===== config.mk =====
export PLATFORM = sky130hd
export DESIGN_NAME = particle_lerp_update
export DESIGN_NICKNAME = d
export VERILOG_FILES = /design/src/rtl/plu_pkg.sv /design/src/rtl/particle_lerp_update.sv /design/src/rtl/plu_ctrl.sv /design/src/rtl/plu_dpath.sv
export SDC_FILE = /design/constraint.sdc
export NUM_CORES = 2
export LEC_CHECK = 0
export BUFFER_PORTS_ARGS = -buffer_cell sky130_fd_sc_hd__clkbuf_2
export CORE_ASPECT_RATIO = 1.1
export CORE_MARGIN = 8
export CORE_UTILIZATION = 58
export CTS_BUF_LIST = sky130_fd_sc_hd__clkbuf_16
export DETAILED_ROUTE_END_ITERATION = 8
export GPL_TIMING_DRIVEN = 0
export PLACE_DENSITY = 0.78
export SLEW_MARGIN = 30
export SYNTH_ARGS = -nofsm -noshare
export SYNTH_HDL_FRONTEND = slang
export SYNTH_SLANG_ARGS = --single-unit

===== constraint.sdc =====
create_clock -name clk -period 10.6 [get_ports clk]
set_clock_uncertainty 0.1 [all_clocks]
set_input_delay 1.59 -clock clk [delete_from_list [all_inputs] [get_ports clk]]
set_output_delay 1.59 -clock clk [all_outputs]
set_load 0.01 [all_outputs]

===== src/rtl/plu_pkg.sv =====
// Package for the particle update block: payload structs, codes and helpers.
// Depends on nothing; used by every RTL module of the block.
package plu_pkg;

    localparam int FRAC_BITS_DEF = 16;
    localparam int CFG_IDX_W     = 3;
    localparam int CFG_DATA_W    = 32;
    localparam int SUM_W         = 68;

    // Configuration register indexes.
    localparam logic [CFG_IDX_W-1:0] CFG_LIFESPAN    = 3'd0;
    localparam logic [CFG_IDX_W-1:0] CFG_START_COLOR = 3'd1;
    localparam logic [CFG_IDX_W-1:0] CFG_END_COLOR   = 3'd2;
    localparam logic [CFG_IDX_W-1:0] CFG_START_SCALE = 3'd3;
    localparam logic [CFG_IDX_W-1:0] CFG_END_SCALE   = 3'd4;
    localparam logic [CFG_IDX_W-1:0] CFG_ACCEL_X     = 3'd5;
    localparam logic [CFG_IDX_W-1:0] CFG_ACCEL_Y     = 3'd6;

    // Item opcodes.
    localparam logic OP_TICK  = 1'b0;
    localparam logic OP_SPAWN = 1'b1;

    typedef struct packed {
        logic               opcode;
        logic [15:0]        delta_time;
        logic signed [31:0] spawn_pos_x;
        logic signed [31:0] spawn_pos_y;
        logic signed [31:0] spawn_vel_x_start;
        logic signed [31:0] spawn_vel_x_end;
        logic signed [31:0] spawn_vel_y_start;
        logic signed [31:0] spawn_vel_y_end;
    } in_t;

    typedef struct packed {
        logic signed [31:0] pos_x;
        logic signed [31:0] pos_y;
        logic signed [31:0] vel_x;
        logic signed [31:0] vel_y;
        logic [7:0]         alpha;
        logic [7:0]         red;
        logic [7:0]         green;
        logic [7:0]         blue;
        logic [15:0]        scale;
    } out_t;

    // One product job of the shared multiplier.
    typedef enum logic [3:0] {
        JOB_DVX, JOB_DVY, JOB_VX, JOB_VY, JOB_CA, JOB_CR, JOB_CG, JOB_CB,
        JOB_SC, JOB_PX, JOB_PY
    } job_t;

    typedef struct packed {
        logic accept;
        logic prep;
        logic load;
        logic mul_lo;
        logic mul_hi;
        logic commit;
        logic div_start;
        logic div_step;
        logic out_load;
        job_t job;
    } cmd_t;

    typedef struct packed {
        logic spawn;
        logic div_done;
    } sts_t;

    // Clamp to the signed 32 bit range.
    function automatic logic signed [31:0] sat_s32(input logic signed [SUM_W-1:0] v);
        logic signed [SUM_W-1:0] lo;
        logic signed [SUM_W-1:0] hi;
        lo = -(SUM_W'(64'sd2147483648));
        hi = SUM_W'(64'sd2147483647);
        if (v < lo) begin
            return 32'sh8000_0000;
        end
        if (v > hi) begin
            return 32'sh7FFF_FFFF;
        end
        return v[31:0];
    endfunction

    // Clamp to 0..65535.
    function automatic logic [15:0] sat_u16(input logic signed [SUM_W-1:0] v);
        if (v < 0) begin
            return 16'h0000;
        end
        if (v > SUM_W'(64'sd65535)) begin
            return 16'hFFFF;
        end
        return v[15:0];
    endfunction

    // Clamp to 0..255.
    function automatic logic [7:0] sat_u8(input logic signed [SUM_W-1:0] v);
        if (v < 0) begin
            return 8'h00;
        end
        if (v > SUM_W'(64'sd255)) begin
            return 8'hFF;
        end
        return v[7:0];
    endfunction

endpackage


===== src/rtl/particle_lerp_update.sv =====
// A tick runs prep, products DVX and DVY, the divide and the other products; a spawn
// runs prep, the divide and its products. Each waits while a stalled result is offered.
// One transaction is in work at a time, so the next is taken after the result is loaded.
// The bit-serial divider and the shared 33x16 multiplier (load, low, high and commit
// per product, eleven products a tick, seven a spawn) set this order.
// Reset sets lifespan and both scales to 1.0, other settings and particle state to zero.
module particle_lerp_update #(
    parameter int FRAC_BITS = plu_pkg::FRAC_BITS_DEF
) (
    input  logic                           clk,
    input  logic                           rst_n,
    input  logic                           cfg_we,
    input  logic [plu_pkg::CFG_IDX_W-1:0]  cfg_index,
    input  logic [plu_pkg::CFG_DATA_W-1:0] cfg_data,
    input  logic                           in_valid,
    output logic                           in_stall,
    input  plu_pkg::in_t                   in_data,
    output logic                           out_valid,
    input  logic                           out_stall,
    output plu_pkg::out_t                  out_data
);
    import plu_pkg::*;

    cmd_t cmd;
    sts_t sts;

    plu_ctrl u_ctrl (
        .clk       (clk),
        .rst_n     (rst_n),
        .in_valid  (in_valid),
        .in_stall  (in_stall),
        .out_valid (out_valid),
        .out_stall (out_stall),
        .cmd       (cmd),
        .sts       (sts)
    );

    plu_dpath #(
        .FRAC_BITS (FRAC_BITS)
    ) u_dpath (
        .clk       (clk),
        .rst_n     (rst_n),
        .cfg_we    (cfg_we),
        .cfg_index (cfg_index),
        .cfg_data  (cfg_data),
        .in_data   (in_data),
        .out_data  (out_data),
        .cmd       (cmd),
        .sts       (sts)
    );

endmodule


===== src/rtl/plu_ctrl.sv =====
// Controller of the particle update block: sequences prep, divide and products.
// Depends on plu_pkg for the command and status structs.
module plu_ctrl (
    input  logic          clk,
    input  logic          rst_n,
    input  logic          in_valid,
    output logic          in_stall,
    output logic          out_valid,
    input  logic          out_stall,
    output plu_pkg::cmd_t cmd,
    input  plu_pkg::sts_t sts
);
    import plu_pkg::*;

    typedef enum logic [3:0] {
        ST_IDLE, ST_PREP, ST_LOAD, ST_MLO, ST_MHI, ST_COMMIT, ST_DIV_START, ST_DIV_RUN,
        ST_DONE
    } state_t;

    state_t state_reg;
    state_t state_next;
    job_t   job_reg;
    job_t   job_next;
    logic   out_valid_reg;
    logic   out_valid_next;
    logic   out_free;

    assign in_stall  = (state_reg != ST_IDLE);
    assign out_valid = out_valid_reg;
    assign out_free  = !out_valid_reg || !out_stall;

    // Commands decoded from the state.
    always_comb
    begin
        cmd           = '0;
        cmd.job       = job_reg;
        cmd.accept    = (state_reg == ST_IDLE) && in_valid;
        cmd.prep      = (state_reg == ST_PREP);
        cmd.load      = (state_reg == ST_LOAD);
        cmd.mul_lo    = (state_reg == ST_MLO);
        cmd.mul_hi    = (state_reg == ST_MHI);
        cmd.commit    = (state_reg == ST_COMMIT);
        cmd.div_start = (state_reg == ST_DIV_START);
        cmd.div_step  = (state_reg == ST_DIV_RUN) && !sts.div_done;
        cmd.out_load  = (state_reg == ST_DONE) && out_free;
    end

    // Next state and job.
    always_comb
    begin
        state_next     = state_reg;
        job_next       = job_reg;
        out_valid_next = out_valid_reg && out_stall;
        case (state_reg)
            ST_IDLE:
            begin
                if (in_valid) begin
                    state_next = ST_PREP;
                end
            end
            ST_PREP:
            begin
                if (sts.spawn) begin
                    state_next = ST_DIV_START;
                end else begin
                    state_next = ST_LOAD;
                    job_next   = JOB_DVX;
                end
            end
            ST_LOAD:      state_next = ST_MLO;
            ST_MLO:       state_next = ST_MHI;
            ST_MHI:       state_next = ST_COMMIT;
            ST_COMMIT:
            begin
                state_next = ST_LOAD;
                case (job_reg)
                    JOB_DVX: job_next = JOB_DVY;
                    JOB_DVY: state_next = ST_DIV_START;
                    JOB_VX:  job_next = JOB_VY;
                    JOB_VY:  job_next = JOB_CA;
                    JOB_CA:  job_next = JOB_CR;
                    JOB_CR:  job_next = JOB_CG;
                    JOB_CG:  job_next = JOB_CB;
                    JOB_CB:  job_next = JOB_SC;
                    JOB_SC:
                    begin
                        if (sts.spawn) begin
                            state_next = ST_DONE;
                        end else begin
                            job_next = JOB_PX;
                        end
                    end
                    JOB_PX:  job_next = JOB_PY;
                    default: state_next = ST_DONE;
                endcase
            end
            ST_DIV_START: state_next = ST_DIV_RUN;
            ST_DIV_RUN:
            begin
                if (sts.div_done) begin
                    state_next = ST_LOAD;
                    job_next   = JOB_VX;
                end
            end
            ST_DONE:
            begin
                if (out_free) begin
                    state_next     = ST_IDLE;
                    out_valid_next = 1'b1;
                end
            end
            default:      state_next = ST_IDLE;
        endcase
    end

    // State and registered output valid.
    always_ff @(posedge clk or negedge rst_n)
    begin
        if (!rst_n) begin
            state_reg     <= ST_IDLE;
            job_reg       <= JOB_DVX;
            out_valid_reg <= 1'b0;
        end else begin
            state_reg     <= state_next;
            job_reg       <= job_next;
            out_valid_reg <= out_valid_next;
        end
    end

endmodule


===== src/rtl/plu_dpath.sv =====
// Datapath of the particle update block: registers, shared multiplier, divider.
// Depends on plu_pkg for payload structs, command codes and saturation helpers.
module plu_dpath #(
    parameter int FRAC_BITS = plu_pkg::FRAC_BITS_DEF
) (
    input  logic                            clk,
    input  logic                            rst_n,
    input  logic                            cfg_we,
    input  logic [plu_pkg::CFG_IDX_W-1:0]   cfg_index,
    input  logic [plu_pkg::CFG_DATA_W-1:0]  cfg_data,
    input  plu_pkg::in_t                    in_data,
    output plu_pkg::out_t                   out_data,
    input  plu_pkg::cmd_t                   cmd,
    output plu_pkg::sts_t                   sts
);
    import plu_pkg::*;

    localparam int QW    = 32 + FRAC_BITS;
    localparam int CNT_W = $clog2(QW + 1);
    localparam int UP_SH = (FRAC_BITS >= 16) ? FRAC_BITS - 16 : 0;
    localparam int DN_SH = (FRAC_BITS < 16) ? 16 - FRAC_BITS : 0;

    // Configuration registers.
    logic [31:0]        lifespan_reg;
    logic [31:0]        start_color_reg;
    logic [31:0]        end_color_reg;
    logic [15:0]        start_scale_reg;
    logic [15:0]        end_scale_reg;
    logic signed [31:0] accel_x_reg;
    logic signed [31:0] accel_y_reg;

    // Particle state.
    logic [31:0]        age_reg;
    logic signed [31:0] posx_reg;
    logic signed [31:0] posy_reg;
    logic signed [31:0] vxf_reg;
    logic signed [31:0] vxt_reg;
    logic signed [31:0] vyf_reg;
    logic signed [31:0] vyt_reg;

    // Working registers.
    in_t                item_reg;
    logic [32:0]        mag_reg;
    logic [32:0]        mag_next;
    logic               neg_reg;
    logic [31:0]        mulm_reg;
    logic [31:0]        mulm_next;
    logic               shfrac_reg;
    logic               shfrac_next;
    logic [64:0]        acc_reg;
    logic [31:0]        rem_reg;
    logic [31:0]        rem_next;
    logic [QW-1:0]      quo_reg;
    logic [CNT_W-1:0]   cnt_reg;
    logic signed [31:0] vx_reg;
    logic signed [31:0] vy_reg;
    logic [7:0]         ca_reg;
    logic [7:0]         cr_reg;
    logic [7:0]         cg_reg;
    logic [7:0]         cb_reg;
    logic [15:0]        sc_reg;
    out_t               out_reg;

    logic signed [33:0] diff;
    logic signed [33:0] diff_abs;
    logic [48:0]        prod;
    logic [64:0]        shifted;
    logic signed [65:0] res;
    logic signed [SUM_W-1:0] res_ext;
    logic [32:0]        dta;
    logic [32:0]        age_sum;
    logic [31:0]        divisor;
    logic [32:0]        trial;
    logic               ge;
    logic [31:0]        ratio;
    logic [7:0]         s_ch;
    logic [7:0]         e_ch;

    // Ratio saturates when the quotient leaves 32 bits.
    assign ratio   = (|quo_reg[QW-1:32]) ? 32'hFFFF_FFFF : quo_reg[31:0];
    assign divisor = (lifespan_reg == 32'd0) ? 32'd1 : lifespan_reg;

    // Restoring divider step.
    assign trial    = {rem_reg, quo_reg[QW-1]};
    assign ge       = (trial >= {1'b0, divisor});
    assign rem_next = ge ? 32'(trial - {1'b0, divisor}) : trial[31:0];

    assign sts.spawn    = (item_reg.opcode == OP_SPAWN);
    assign sts.div_done = (cnt_reg == '0);

    // Age increment in the age format.
    assign dta     = ({17'd0, item_reg.delta_time} << UP_SH) >> DN_SH;
    assign age_sum = {1'b0, age_reg} + dta;

    // Color channel of the current job.
    always_comb
    begin
        case (cmd.job)
            JOB_CA:
            begin
                s_ch = start_color_reg[31:24];
                e_ch = end_color_reg[31:24];
            end
            JOB_CR:
            begin
                s_ch = start_color_reg[23:16];
                e_ch = end_color_reg[23:16];
            end
            JOB_CG:
            begin
                s_ch = start_color_reg[15:8];
                e_ch = end_color_reg[15:8];
            end
            default:
            begin
                s_ch = start_color_reg[7:0];
                e_ch = end_color_reg[7:0];
            end
        endcase
    end

    // Operand select for the multiplier.
    always_comb
    begin
        diff        = '0;
        mulm_next   = ratio;
        shfrac_next = 1'b1;
        case (cmd.job)
            JOB_DVX:
            begin
                diff        = 34'(accel_x_reg);
                mulm_next   = {16'd0, item_reg.delta_time};
                shfrac_next = 1'b0;
            end
            JOB_DVY:
            begin
                diff        = 34'(accel_y_reg);
                mulm_next   = {16'd0, item_reg.delta_time};
                shfrac_next = 1'b0;
            end
            JOB_VX:  diff = 34'(vxt_reg) - 34'(vxf_reg);
            JOB_VY:  diff = 34'(vyt_reg) - 34'(vyf_reg);
            JOB_CA, JOB_CR, JOB_CG, JOB_CB:
            begin
                diff = 34'(signed'({1'b0, e_ch})) - 34'(signed'({1'b0, s_ch}));
            end
            JOB_SC:
            begin
                diff = 34'(signed'({1'b0, end_scale_reg}))
                     - 34'(signed'({1'b0, start_scale_reg}));
            end
            JOB_PX:
            begin
                diff        = 34'(vx_reg);
                mulm_next   = {16'd0, item_reg.delta_time};
                shfrac_next = 1'b0;
            end
            default:
            begin
                diff        = 34'(vy_reg);
                mulm_next   = {16'd0, item_reg.delta_time};
                shfrac_next = 1'b0;
            end
        endcase
        diff_abs = diff[33] ? -diff : diff;
        mag_next = diff_abs[32:0];
    end

    // Shared 33x16 multiplier, low chunk then high chunk of the multiplicand.
    assign prod = mag_reg * (cmd.mul_hi ? mulm_reg[31:16] : mulm_reg[15:0]);

    // Truncate toward zero and restore the sign.
    assign shifted = shfrac_reg ? (acc_reg >> FRAC_BITS) : (acc_reg >> 16);
    assign res     = neg_reg ? -$signed({1'b0, shifted}) : $signed({1'b0, shifted});
    assign res_ext = SUM_W'(res);

    // Configuration and particle state.
    always_ff @(posedge clk or negedge rst_n)
    begin
        if (!rst_n) begin
            lifespan_reg    <= 32'd65536;
            start_color_reg <= '0;
            end_color_reg   <= '0;
            start_scale_reg <= 16'd256;
            end_scale_reg   <= 16'd256;
            accel_x_reg     <= '0;
            accel_y_reg     <= '0;
            age_reg         <= '0;
            posx_reg        <= '0;
            posy_reg        <= '0;
            vxf_reg         <= '0;
            vxt_reg         <= '0;
            vyf_reg         <= '0;
            vyt_reg         <= '0;
            cnt_reg         <= '0;
        end else begin
            if (cfg_we) begin
                case (cfg_index)
                    CFG_LIFESPAN:    lifespan_reg    <= cfg_data;
                    CFG_START_COLOR: start_color_reg <= cfg_data;
                    CFG_END_COLOR:   end_color_reg   <= cfg_data;
                    CFG_START_SCALE: start_scale_reg <= cfg_data[15:0];
                    CFG_END_SCALE:   end_scale_reg   <= cfg_data[15:0];
                    CFG_ACCEL_X:     accel_x_reg     <= cfg_data;
                    CFG_ACCEL_Y:     accel_y_reg     <= cfg_data;
                    default:         ;
                endcase
            end
            if (cmd.prep) begin
                if (item_reg.opcode == OP_SPAWN) begin
                    posx_reg <= item_reg.spawn_pos_x;
                    posy_reg <= item_reg.spawn_pos_y;
                    vxf_reg  <= item_reg.spawn_vel_x_start;
                    vxt_reg  <= item_reg.spawn_vel_x_end;
                    vyf_reg  <= item_reg.spawn_vel_y_start;
                    vyt_reg  <= item_reg.spawn_vel_y_end;
                    age_reg  <= '0;
                end else begin
                    age_reg <= age_sum[32] ? 32'hFFFF_FFFF : age_sum[31:0];
                end
            end
            if (cmd.commit) begin
                case (cmd.job)
                    JOB_DVX:
                    begin
                        vxf_reg <= sat_s32(SUM_W'(vxf_reg) + res_ext);
                        vxt_reg <= sat_s32(SUM_W'(vxt_reg) + res_ext);
                    end
                    JOB_DVY:
                    begin
                        vyf_reg <= sat_s32(SUM_W'(vyf_reg) + res_ext);
                        vyt_reg <= sat_s32(SUM_W'(vyt_reg) + res_ext);
                    end
                    JOB_PX:  posx_reg <= sat_s32(SUM_W'(posx_reg) + res_ext);
                    JOB_PY:  posy_reg <= sat_s32(SUM_W'(posy_reg) + res_ext);
                    default: ;
                endcase
            end
            if (cmd.div_start) begin
                cnt_reg <= CNT_W'(QW);
            end else if (cmd.div_step) begin
                cnt_reg <= cnt_reg - 1'b1;
            end
        end
    end

    // Working and result registers.
    always_ff @(posedge clk)
    begin
        if (cmd.accept) begin
            item_reg <= in_data;
        end
        if (cmd.load) begin
            mag_reg    <= mag_next;
            neg_reg    <= diff[33];
            mulm_reg   <= mulm_next;
            shfrac_reg <= shfrac_next;
        end
        if (cmd.mul_lo) begin
            acc_reg <= 65'(prod);
        end
        if (cmd.mul_hi) begin
            acc_reg <= acc_reg + {prod, 16'd0};
        end
        if (cmd.div_start) begin
            rem_reg <= '0;
            quo_reg <= {age_reg, {FRAC_BITS{1'b0}}};
        end else if (cmd.div_step) begin
            rem_reg <= rem_next;
            quo_reg <= {quo_reg[QW-2:0], ge};
        end
        if (cmd.commit) begin
            case (cmd.job)
                JOB_VX:  vx_reg <= sat_s32(SUM_W'(vxf_reg) + res_ext);
                JOB_VY:  vy_reg <= sat_s32(SUM_W'(vyf_reg) + res_ext);
                JOB_CA, JOB_CR, JOB_CG, JOB_CB:
                begin
                    case (cmd.job)
                        JOB_CA:  ca_reg <= sat_u8(SUM_W'(signed'({1'b0, s_ch})) + res_ext);
                        JOB_CR:  cr_reg <= sat_u8(SUM_W'(signed'({1'b0, s_ch})) + res_ext);
                        JOB_CG:  cg_reg <= sat_u8(SUM_W'(signed'({1'b0, s_ch})) + res_ext);
                        default: cb_reg <= sat_u8(SUM_W'(signed'({1'b0, s_ch})) + res_ext);
                    endcase
                end
                JOB_SC:
                begin
                    sc_reg <= sat_u16(SUM_W'(signed'({1'b0, start_scale_reg})) + res_ext);
                end
                default: ;
            endcase
        end
        if (cmd.out_load) begin
            out_reg.pos_x <= posx_reg;
            out_reg.pos_y <= posy_reg;
            out_reg.vel_x <= vx_reg;
            out_reg.vel_y <= vy_reg;
            out_reg.alpha <= ca_reg;
            out_reg.red   <= cr_reg;
            out_reg.green <= cg_reg;
            out_reg.blue  <= cb_reg;
            out_reg.scale <= sc_reg;
        end
    end

    assign out_data = out_reg;

endmodule


==> out/qor.yml <==
critPathRequiredTime_ns: 10.98
routed_wl_um: 439000
synth-edff-count: 644
maxCapViolCount: 0
critical_path.max_fanout: 10
yosys_warnings: 0
grt.overflow.total: 0
clock_sinks: 1123
antenna_found_initial: 34
setup_violations: 0
synth-seq-cells: 1123
synthMuxAreaShare_pct: 3.06
fin_ws_ns: 0.0212
gp_congestion: 1.06
clk_pin_slew_ns: 0.07
cts_made_buffers: 116
hold_violations: 0
n_fill_cell: 14500
synth_top_family_by_area: "compound AO/OA/AOI/OAI gates"
die_x_um: 420
critPathCaptureType: "register"
grt_max_degree: 80
yosys.area_share.adder_pct: 17.4
finish.instance_area_sq_um: 117000
synth_xor_area_share_pct: 5.03
slew_viol_final: 0
drt-wirelength-per-cell_um: 29.1
dp_hpwl_um: 350000
largest_register_ffs: 192
startpoint_type: "register"
ant_nets: 0
syn-instance-count: 11900
area_growth_pct: 12.0
design.core.area_sq_um: 179000
synth-simple-area-share_pct: 18.3
cp.arrival_ns: 10.96
cts_max_path_buffers: 3
fin_crit_ns: 10.58
layout-drive-gt1-share_pct: 10.6
fin_hold_ws_ns: 0.311
layout.nets: 14000
drt_iter0_drc: 12400
synth.distinct_cells: 114
die_y_um: 460
syn_area_per_cell_sq_um: 8.74
multiInputGateArea_sq_um: 68500
drt_first_pass_iters: 9
ff_latch_area_sq_um: 31100
fmax_ghz: 0.0945
rows: 163
pre_cts_slack_ns: -2.86
portBuffers: 424
placed_area_sq_um: 111000
synth_compound_area_share_pct: 21.0
ctsHoldBuffers: 0
outcome: "finished, violations left"
syn_nets: 13300
dieArea_sq_um: 193000
first_global_vias: 99200
root_buffer: "clkbuf_16"
cpPeakStageDelay_ns: 0.92
crit_type: "register to register"
min-delay-path-class: "register to register"
worst_pin_slew_ns: 1.18
vias: 102000
cp_slowest_cell: "a2111oi_0"
ys.flop_type: "edfxtp_1"
postSynth.asyncResetShare_pct: 38.4
fin_crit_sh_pct: 99.8
tns_ns: 0
routed_via_density: 6.78
clkLatencyLatePin_ns: 0.85
start_util_pct: 58.2
ys_seq_area_share_pct: 29.8
grt_pass1_wl_um: 635000
grt_usage_pct: 43.7
failed_checks: "DRC"
drc: 9
io_pins: 427
htreeDepth: 3
cts_tree: "done"
netlist_area_sq_um: 104000
worst_slew_margin_rel_pct: 20.8
cp_common_cell: "clkbuf_1"
-- cell families (layout without fill, tap and decap cells) --
group,after synthesis,count (layout)
xor gates and xnor gates,597,597
AOI/OAI and AO/OA,3308,3308
other,0,21
buffers and inverters,1481,2262
adders and majority gates,1177,1177
DFF,1123,1123
and+or+nand+nor,3935,3935
muxes,294,294
-- synthesized netlist by cell type (all sizes together) (37+ instances only) --
cell type	n	area share, %
nand2b	84	0.50
xor2	238	2.0
a211oi	180	1.3
a21oi	867	4.2
inv	880	3.2
nand3	259	1.3
dfrtp	428	10
a21o	322	2.3
edfxtp	644	19
a21boi	49	0.35
o211a	47	0.45
nor3b	37	0.27
nor2	673	2.4
o21a	141	1.0
a22o	38	0.32
and2	268	1.6
o21ai	608	2.9
xnor2	359	3.0
and4	47	0.40
buf	42	0.21
mux2i	104	1.0
clkbuf	557	2.0
nand4	201	1.2
dfxtp	48	0.92
or2	47	0.28
nor2b	78	0.47
a311oi	43	0.36
nor4	100	0.63
or3	88	0.54
a211o	61	0.51
ha	730	8.8
o22ai	63	0.38
fa	447	8.6
mux2	190	2.1
a31oi	145	0.89
o211ai	154	1.1
nand2	1489	5.4
or4	39	0.28
and3	121	0.73
o31ai	80	0.58
o21bai	100	0.72
nor3	314	1.5
-- stage by stage --
step	utilization, %	cells
4_1_cts	64.8	15100
3_5_place_dp	62.3	14800
6_report	65.2	15100
2_1_floorplan	-	11900
3_3_place_gp	61.1	14700
5_1_grt	65.2	15100
-- routing by layer --
layer,wire (um),track usage (%),part of all wire [%],vias to the layer above
met3,47400,10.6,11,1806
met1,154000,51.7,35,49400
met5,282,0,0.064,-
met4,48400,37.9,11,32
met2,190000,66.4,43,6592
li1,-,-,-,44600
-- worst max-delay path, delay by kind of cell, from the launching register on --
kind / cells / cell delay, ns
buf+inv: 10 / 3.61
fa+ha+maj: 1 / 0.51
compound gates: 8 / 3.48
flops: 1 / 0.72
simple gates: 5 / 1.68
mux: 1 / 0.12
-- worst paths after layout --
| path | from | endpoint | slack [ns] | cells after the start |
|---|---|---|---|---|
| worst min register to register | u_dpath.ca_reg[7] | u_dpath.out_data[47] | 0.31 | 0 |
| worst max register to register | u_dpath.neg_reg | u_dpath.cr_reg[1] | 0.02 | 25 |
| min in group asynchronous | rst_n | u_dpath.vxf_reg[7] | 0.60 | 1 |
| max in group asynchronous | rst_n | u_dpath.age_reg[10] | 8.23 | 4 |
| worst max-delay path | u_dpath.neg_reg | u_dpath.cr_reg[1] | 0.02 | 25 |
| worst min-delay path | u_dpath.ca_reg[7] | u_dpath.out_data[47] | 0.31 | 0 |
-- timing repair --
action                     in CTS  in global routing
pin swaps                       9                 33
gates cloned                    0                  1
setup endpoints to repair      37                165
buffers inserted               18                 27
gates resized for setup       157                 99
-- cells in the final DEF (no fill, tap or decap), types with 77 or more instances in the layout --
cell	count
nor3_1	298
nand2b_1	83
and3_1	120
and2_1	267
inv_1	876
clkbuf_16	120
o31ai_1	77
nand4_1	200
nor2_1	655
nand2_1	1471
mux2i_1	104
o21ai_0	586
dfrtp_1	418
a31oi_1	141
nor2b_1	77
xnor2_1	332
or3_1	86
xor2_1	228
a21o_1	322
mux2_2	189
nand3_1	253
o21bai_1	99
nor4_1	92
fa_1	447
ha_1	721
o211ai_1	154
a211oi_1	170
o21a_1	141
clkbuf_2	444
a21oi_1	854
clkbuf_1	488
edfxtp_1	644
-- final cells by class --
cell class,instances,area share [%]
diodes,21,0.0451
plain buffers,590,2.18
clock buffers,119,2.55
clock inverters,103,0.828
inverters,882,2.84
multi-input cells,9311,58.8
flip-flops and latches,1123,26.7
well taps,2392,2.57
repair buffers,568,3.54
Power is left out: the tool's default activity adds up to more than one toggle a clock period on the data nets, which glitch-free logic cannot reach.
